$ cat src/rtl/oaht_pkg.sv
// types and constants shared by the open address hash table modules
// no dependencies
package oaht_pkg;

   localparam int SLOT_W = 7;
   localparam int COUNT_W = 7;
   localparam int KEY_LO_W = 64;
   localparam int KEY_HI_W = 56;
   localparam int LEN_W = 4;

   localparam logic [1:0] FUNC_SEARCH   = 2'd0;
   localparam logic [1:0] FUNC_ADD      = 2'd1;
   localparam logic [1:0] FUNC_DELETE   = 2'd2;
   localparam logic [1:0] FUNC_RESERVED = 2'd3;

   localparam logic [1:0] ST_DONE     = 2'd0;
   localparam logic [1:0] ST_PRESENT  = 2'd1;
   localparam logic [1:0] ST_NOTFOUND = 2'd2;
   localparam logic [1:0] ST_FULL     = 2'd3;

   localparam logic [1:0] MARK_EMPTY   = 2'd0;
   localparam logic [1:0] MARK_USED    = 2'd1;
   localparam logic [1:0] MARK_DELETED = 2'd2;

   typedef struct packed {
      logic [1:0]          func;
      logic [KEY_LO_W-1:0] key_bytes_low;
      logic [KEY_HI_W-1:0] key_bytes_high;
      logic [LEN_W-1:0]    key_length;
   } req_type;

   typedef struct packed {
      logic [1:0]         status;
      logic [SLOT_W-1:0]  slot_index;
      logic [COUNT_W-1:0] live_count;
   } rsp_type;

   // controller to datapath
   typedef struct packed {
      logic load;       // capture request, clear hash state
      logic hash_step;  // accumulate one key byte
      logic hash_done;  // reduce sum to home slot, probe 0
      logic probe_rd;   // issue read of current probe slot
      logic probe_next; // advance probe index
      logic probe_rst;  // restart probe path at home slot
      logic note_found; // remember current slot as match
      logic write_used; // write key and used mark to current slot
      logic write_del;  // mark found slot deleted
      logic respond;    // present the result
      logic [1:0] status;
      logic use_found;  // slot_index from match register
      logic use_probe;  // slot_index from current probe slot
   } cmd_type;

   // datapath to controller
   typedef struct packed {
      logic       hash_last;
      logic       probe_last;
      logic [1:0] mark;
      logic       key_match;
      logic [1:0] func;
   } stat_type;

endpackage

$ cat src/rtl/oaht_ctrl.sv
// controller state machine for the hash table: clear pass, hash, search, insert
// depends on oaht_pkg
module oaht_ctrl import oaht_pkg::*; #(
   parameter int TABLE_SLOTS = 101
) (
   input  logic     clock,
   input  logic     reset,
   input  logic     start,
   output logic     busy,
   input  stat_type stat,
   output cmd_type  cmd,
   output logic     clr_en,
   output logic [SLOT_W-1:0] clr_addr
);

   typedef enum logic [7:0] {
      S_CLEAR = 8'b0000_0001,
      S_IDLE  = 8'b0000_0010,
      S_HASH  = 8'b0000_0100,
      S_SRD   = 8'b0000_1000,
      S_SCHK  = 8'b0001_0000,
      S_IRD   = 8'b0010_0000,
      S_ICHK  = 8'b0100_0000,
      S_HOLD  = 8'b1000_0000
   } state_type;

   state_type state_ff, state_in;
   logic [SLOT_W-1:0] clr_ff, clr_in;

   always_comb begin
      state_in = state_ff;
      clr_in = clr_ff;
      cmd = '0;
      clr_en = 1'b0;
      case (state_ff)
         S_CLEAR: begin
            clr_en = 1'b1;
            clr_in = clr_ff + SLOT_W'(1);
            if (clr_ff == SLOT_W'(TABLE_SLOTS - 1)) state_in = S_IDLE;
         end
         S_IDLE: begin
            if (start) begin
               cmd.load = 1'b1;
               state_in = S_HASH;
            end
         end
         S_HASH: begin
            if (stat.hash_last) begin
               cmd.hash_done = 1'b1;
               state_in = S_SRD;
            end else begin
               cmd.hash_step = 1'b1;
            end
         end
         S_SRD: begin
            cmd.probe_rd = 1'b1;
            state_in = S_SCHK;
         end
         S_SCHK: begin
            if (stat.mark == MARK_USED && stat.key_match) begin
               cmd.note_found = 1'b1;
               state_in = S_HOLD;
            end else if (stat.mark == MARK_EMPTY || stat.probe_last) begin
               if (stat.func == FUNC_ADD) begin
                  cmd.probe_rst = 1'b1;
                  state_in = S_IRD;
               end else begin
                  cmd.respond = 1'b1;
                  cmd.status = ST_NOTFOUND;
                  state_in = S_IDLE;
               end
            end else begin
               cmd.probe_next = 1'b1;
               state_in = S_SRD;
            end
         end
         S_HOLD: begin
            // match latched; finish the operation
            cmd.respond = 1'b1;
            cmd.use_found = 1'b1;
            if (stat.func == FUNC_ADD) cmd.status = ST_PRESENT;
            else begin
               cmd.status = ST_DONE;
               cmd.write_del = stat.func == FUNC_DELETE;
            end
            state_in = S_IDLE;
         end
         S_IRD: begin
            cmd.probe_rd = 1'b1;
            state_in = S_ICHK;
         end
         S_ICHK: begin
            if (stat.mark != MARK_USED) begin
               cmd.write_used = 1'b1;
               cmd.respond = 1'b1;
               cmd.use_probe = 1'b1;
               cmd.status = ST_DONE;
               state_in = S_IDLE;
            end else if (stat.probe_last) begin
               cmd.respond = 1'b1;
               cmd.status = ST_FULL;
               state_in = S_IDLE;
            end else begin
               cmd.probe_next = 1'b1;
               state_in = S_IRD;
            end
         end
         default: state_in = S_IDLE;
      endcase
   end

   always_ff @(posedge clock) begin
      if (reset) begin
         state_ff <= S_CLEAR;
         clr_ff <= '0;
      end else begin
         state_ff <= state_in;
         clr_ff <= clr_in;
      end
   end

   assign busy = state_ff != S_IDLE;
   assign clr_addr = clr_ff;

endmodule

$ cat config.mk
export PLATFORM = sky130hd
export DESIGN_NAME = oaht_ctrl
export DESIGN_NICKNAME = d
export VERILOG_FILES = /design/src/rtl/oaht_pkg.sv /design/src/rtl/oaht_ctrl.sv
export SDC_FILE = /design/constraint.sdc
export NUM_CORES = 1
export LEC_CHECK = 0
export BUFFER_PORTS_ARGS = -buffer_cell sky130_fd_sc_hd__buf_2
export CAP_MARGIN = 5
export CORE_MARGIN = 1
export CORE_UTILIZATION = 35
export DETAILED_ROUTE_END_ITERATION = 8
export SKIP_CTS_REPAIR_TIMING = 1
export SLEW_MARGIN = 20
export SYNTH_ARGS = -nofsm -noshare
export SYNTH_HDL_FRONTEND = slang
export SYNTH_SLANG_ARGS = --single-unit
$ cat constraint.sdc
create_clock -name clock -period 3.16 [get_ports clock]
set_clock_uncertainty 0.1 [all_clocks]
set_input_delay 0.632 -clock clock [delete_from_list [all_inputs] [get_ports clock]]
set_output_delay 0.632 -clock clock [all_outputs]
set_load 0.1 [all_outputs]
# Yosys cells after proc, flatten, opt, wreduce, memory -nomap -nowiden
# Cells that the tools add are included.
# word_totals
ff_bits,15
input_bits,10
elab_cells,62
# classes
n_reduce_logical,5
n_mux,37
n_eq_ne,17
addsub,1
# op_table
op,count
8-bit one-hot mux with 7 select lines,1
8-bit two-way mux,5
1-bit two-way mux,18
6-bit two-way mux,3
3-bit two-way mux,5
3-bit one-hot mux with 3 select lines,1
"8-bit by 1-bit equality test with 1-bit output, second input constant",1
"8-bit by 2-bit equality test with 1-bit output, second input constant",1
"8-bit by 3-bit equality test with 1-bit output, second input constant",1
"8-bit by 4-bit equality test with 1-bit output, second input constant",1
"8-bit by 5-bit equality test with 1-bit output, second input constant",1
"8-bit by 6-bit equality test with 1-bit output, second input constant",1
"8-bit by 7-bit equality test with 1-bit output, second input constant",1
"8-bit equality test, second input constant",1
"8-bit by 2-bit inequality test with 1-bit output, second input constant",1
"7-bit by 1-bit adder with 7-bit output, second input constant",1
"7-bit equality test, second input constant",1
2-bit two-way mux,3
"2-bit inequality test, second input constant",3
"2-bit by 1-bit equality test with 1-bit output, second input constant",2
3-bit AND reduction,1
"2-bit equality test, second input constant",1
2-bit logical NOT,1
"2-bit by 1-bit inequality test with 1-bit output, second input constant",1
other kinds (4),4

# Logic depth before layout (Yosys ltp)
# Gate-level depths: netlist of run 1.
# logic_depth
ltp_word,5
depth_mapped,7

# Worst setup path before layout of run 1
# OpenSTA, ideal clock, no wires.
# synth_path
path_type,register to output
from,register state_ff[3]
to,output cmd[5] in the netlist's numbering
n_path_buf,1
stages_incl_launch_ff,5
slack_ps,-1536
t_arrival_ps,3964
required_ps,2428
path_cell_list,dfxtp_1 buf_6 nor4_4 and4b_1 nor3b_1
# synth_rtl
item,line,text
from (decl),oaht_ctrl.sv:27,"state_type state_ff, state_in;"
from (signal assigned),oaht_ctrl.sv:117,state_ff <= state_in;
to (decl),oaht_ctrl.sv:11,"output cmd_type cmd,"

==> out/results.tsv, run 1 <==
metric	value	unit
rows	19	
gp_congestion	0.843	
worstSetupEndpointType	output pin	
mostFrequentLayoutCells	32 x buf_2, 15 x nor2_1, 15 x dfxtp_1	
antenna_found_initial	0	
synth_nets	129	
vias_per_cell	5.30	
routed_wl	2480	microns
dp_hpwl	1930	microns
grt_pass1_vias	913	
required	2430	ps
drive_gt1_share	40.9	%
synth.avg_cell_area	8.83	sq um
hp-class	flop to flop	
root_buffer	clkbuf_4	
worst-path-stages	6	
synth_area	1030	sq um
start_util	37.2	%
synthCells	117	
arrival	2230	ps
power	0.527	mW
synth_cell_type_count	44	
slowest_stage	dfxtp_1	
fin_nets	162	
crit_family	simple AND/OR/NAND/NOR gates	
worst_pin_slew	505	ps
ys.flop_type	dfxtp_1	
portBuffers	32	
grtUsageTotal	17.0	%
fmax	0.337	GHz
setup_viol	0	
placed_area	1220	sq um
synth_top_area_share	29.1	%
met3_usage	4.84	%
ys_seq_elements	15	
dieArea	3170	sq um
gr-total-overflow	0	
insertion_delay	290	ps
drtIter0Drc	16	
drv_cap	0	
critPathMaxStageDelay	470	ps
synth_edf_count	0	
clk_path_buf_depth	2	
leakage	0.549	nW
power.density	423	nW/um^2
cp.buffers_inverters	1	
ys_seq_area_share	29.1	%
wl_per_cell	13.8	microns
met2_usage	28.2	%
path_clk_slew	100	ps
rrSetupSlack	1400	ps
slew-limit-headroom	66.3	%
yosys-top-cells-area	dfxtp_1 29%, nor4_4 6.2%, nor2_1 5.4%	
design_area	1250	sq um
io_pins	33	
htreeDepth	1	
die_y	56.3	microns
drc_errors	0	
peakVddDrop	624	uV
grt_max_degree	15	
ant_nets	0	
period_share	93.8	%
synth_top_cell_by_area	dfxtp_1	
clock-sinks	15	
vias	954	
antenna_cells	0	
area_growth	20.7	%
cts_tree	built	
path_max_fanout	10	
status	completed	
firstDrtPassIters	4	
grt_pass1_wl	4320	microns
holdPathStages	2	
rsz0062_at_grt	false	
start_kind	flop	
tns	0	ps
async_flop_share	0	%
final_hold_viol_count	0	
final_core_util	44.8	%
die_x	56.3	microns
yosys_warnings	0	
finalMaxSlewViolations	0	
met1_usage	22.3	%
mostFrequentLayoutCell	buf_2	
cts_buffers	3	
setup.worst_path.class	flop to output pin	
finalCriticalPeriod	2960	ps
path_cells	nor4_4 -> nand3_2 -> o21ai_0 -> nand2_1 -> o31ai_2 -> buf_2	
r2r_cells	5	
coreArea	2780	sq um
grt.busiest_layer	met2	
## where the power goes
| part | switching, mW | internal [mW] |
|---|---|---|
| sequential | 0.0203 | 0.202 |
| combinational | 0.147 | 0.0443 |
| clock | 0.0667 | 0.0470 |
## tightest hold or removal path: cells and delay by family, from the launching register on
kind	cells	cell delay, ps
flops	1	360
simple gates	1	70
compound gates	1	60
## synth_stat cells, drive strengths merged (2+ instances only)
cell    number
dfxtp       15
nor2b        4
and2         2
and3         3
or2b         2
o21ba        2
a32o         2
o21ai        5
a21oi        2
inv          5
ha           2
nor2        15
nor3         7
nor4         4
xnor2        3
nand2        8
nand4        4
nand3        5
clkbuf       2
buf          2
nand3b       3
xor2         6
a211oi       2
## layer usage
layer  up-vias  wire (microns)  share of wire, %
li1        484               -                 -
met1       450            1120                45
met2        20            1250                50
met3         0             112               4.5
met4         0               0                 0
met5         -               0                 0
## cell type report
type / instances / area [sq um]
repair buffers: 32 / 160
multi-input cells: 93 / 702
fillers: 294 / 1530
inverters: 5 / 18.8
well taps: 31 / 38.8
clock buffers: 3 / 22.5
flip-flops and latches: 15 / 300
clock inverters: 1 / 5.00
## final timing paths
| kind | from | end |
|---|---|---|
| max | state_ff[3] | cmd[3] |
| min | clr_addr[1] | clr_addr[1] |
| max reg2reg | state_ff[3] | state_ff[1] |
| min reg2reg | clr_addr[1] | clr_addr[1] |
## flip-flops by register name, summed over array words and instances, names as in the netlist
name,flops
clr_addr,7
state_ff,8
## cell families (layout without fill, tap and decap cells)
family | Yosys count | count (layout) | synth area share [%]
and+or+nand+nor | 65 | 65 | 43.1
AOI/OAI and AO/OA | 17 | 17 | 12.5
adders and majority gates | 2 | 2 | 2.42
DFF | 15 | 15 | 29.1
xor gates and xnor gates | 9 | 9 | 7.63
buffers and inverters | 9 | 41 | 5.33
## per-stage QoR
stage	setup slack [ps]	hold slack (ps)	cells
2_1_floorplan	-585	480	117
3_5_place_dp	515	418	176
3_3_place_gp	597	404	176
6_report	196	435	180
4_1_cts	189	430	180
5_1_grt	53.9	489	180
Power figures use the tool's default switching activity.
==> inputs of run 2 (changes only) <==
ABC_AREA = 1   (was unset)
CTS_BUF_LIST = sky130_fd_sc_hd__clkbuf_8   (was unset)
==> out/results.tsv, run 2 <==
metric	value	unit	change
status	completed		unchanged
die_y	56.0	microns	was 56.3 microns
synthCells	161		was 117
largest-register	state_ff		unchanged
largest_reg_flops	8		unchanged
start_util	37.0	%	was 37.2%
dieArea	3140	sq um	was 3170 sq um
fin_nets	208		was 162
grt_pass1_vias	1023		was 913
grt_pass1_wl	4110	microns	was 4320 microns
finalMaxSlewViolations	0		unchanged
required	2430	ps	about the same
start_kind	flop		unchanged
period_share	79.8	%	was 93.8%
cts_tree	built		unchanged
drtIter0Drc	12		was 16
ys_top_cells_by_count	31 x nor2_1, 28 x nand2_1, 25 x inv_1		was 15 x dfxtp_1, 15 x nor2_1, 8 x nand2_1
synth_top_cell_by_area	dfxtp_1		unchanged
grt_max_degree	10		was 15
yosys_warnings	0		unchanged
gr-total-overflow	0		unchanged
clock-sinks	15		unchanged
arrival	1790	ps	was 2230 ps
mostFrequentLayoutCell	buf_2		unchanged
peakVddDrop	400	uV	was 624 uV
finalCriticalPeriod	2520	ps	was 2960 ps
setup.worst_path.class	flop to output pin		unchanged
die_x	56.0	microns	was 56.3 microns
antenna_cells	0		unchanged
synth_edf_count	0		unchanged
firstDrtPassIters	2		was 4
drc_errors	0		unchanged
mostFrequentLayoutCells	32 x buf_2, 29 x nor2_1, 28 x nand2_1		was 32 x buf_2, 15 x nor2_1, 15 x dfxtp_1
pre_cts_slack	709	ps	was 515 ps
yosysMostFrequentCell	nor2_1		
async_flop_share	0	%	unchanged
rows	19		unchanged
ys_seq_area_share	29.4	%	was 29.1%
setup_slack	638	ps	was 196 ps
clk_path_buf_depth	2		unchanged
io_pins	33		unchanged
path_max_fanout	4		was 10
power.density	436	nW/um^2	was 423 nW/um^2
synth_cell_type_count	27		was 44
coreArea	2760	sq um	was 2780 sq um
grtUsageTotal	16.5	%	was 17.0%
vias	1045		was 954
worstSetupEndpointType	output pin		unchanged
root_buffer	clkbuf_8		was clkbuf_4
synth_top_area_share	29.4	%	was 29.1%
ys.flop_type	dfxtp_1		unchanged
synth_nets	173		was 129
worst_pin_slew	490	ps	was 505 ps
fmax	0.397	GHz	was 0.337 GHz
wl_per_cell	10.0	microns	was 13.8 microns
synth.avg_cell_area	6.34	sq um	was 8.83 sq um
final_hold_viol_count	0		unchanged
insertion_delay	250	ps	was 290 ps
dp_hpwl	1900	microns	was 1930 microns
synth_area	1020	sq um	was 1030 sq um
drive_gt1_share	31.8	%	was 40.9%
ant_nets	0		unchanged
hp-class	flop to flop		unchanged
ys_seq_elements	15		unchanged
slew-limit-headroom	67.6	%	was 66.3%
path_clk_slew	60	ps	was 100 ps
portBuffers	32		unchanged
setup_viol	0		unchanged
drv_cap	0		unchanged
routed_wl	2270	microns	was 2480 microns
rrSetupSlack	1720	ps	was 1400 ps
tns	0	ps	unchanged
cts_buffers	3		unchanged
htreeDepth	1		unchanged
vias_per_cell	4.62		was 5.30
rsz0062_at_grt	false		unchanged
gp_congestion	0.860		was 0.843
area_growth	23.9	%	was 20.7%
antenna_found_initial	0		unchanged
yosys-top-cells-area	dfxtp_1 29%, nor2_1 11%, nand2_1 10%		was dfxtp_1 29%, nor4_4 6.2%, nor2_1 5.4%
leakage	0.703	nW	was 0.549 nW
-- run 2: critical path: stages (launching register included) --
cell	delay (ps)
dfxtp_1	340
nor2_2	200
nand4_1	200
nor3_1	250
inv_1	70
nand2_1	60
buf_2	420
-- run 2: layout make-up --
type | instances | area [sq um]
Multi-Input combinational cell | 114 | 603
Inverter | 30 | 116
Clock buffer | 3 | 41.3
Sequential cell | 15 | 300
Clock inverter | 1 | 5.00
Fill cell | 296 | 1490
Timing Repair Buffer | 32 | 160
Tap cell | 31 | 38.8
-- run 2: kinds of logic after synthesis --
| kind of cell | Yosys count | share of synthesized area, % |
|---|---|---|
| fa+ha+maj | 2 | 2.45 |
| simple gates | 99 | 48.0 |
| xor+xnor | 1 | 0.858 |
| flops | 15 | 29.4 |
| compound gates | 12 | 6.74 |
| buf+inv | 32 | 12.5 |
-- run 2: report_power, final --
part | internal (mW) | switching [mW]
combinational | 0.0362 | 0.142
sequential | 0.200 | 0.0120
clock | 0.0875 | 0.0743
total | 0.324 | 0.228
-- run 2: per-stage QoR --
step                instances  power, mW  util (%)  instance area, sq um  hold slack, ps
finish                    226      0.552      45.9                  1260             397
global route              226      0.579      45.9                  1260             447
CTS                       226      0.557      45.9                  1260             397
detailed placement        222      0.396      44.2                  1220             386
global placement          222      0.392      44.2                  1220             378
floorplan                 161      0.364         -                  1030             389
-- run 2: routing by layer --
metal	up-vias	part of all wire, %	global-route usage, %
li1	561	-	-
met4	0	2.1	7.67
met1	459	44	18.7
met2	19	49	28.6
met5	-	0	0
met3	6	4.2	4.42
-- run 2: worst paths after layout --
kind | startpoint | endpoint | cells after the start
max reg2reg | state_ff[5] | clr_addr[4] | 10
min | clr_addr[5] | clr_addr[5] | 2
max | state_ff[0] | cmd[9] | 6
min reg2reg | clr_addr[5] | clr_addr[5] | 2
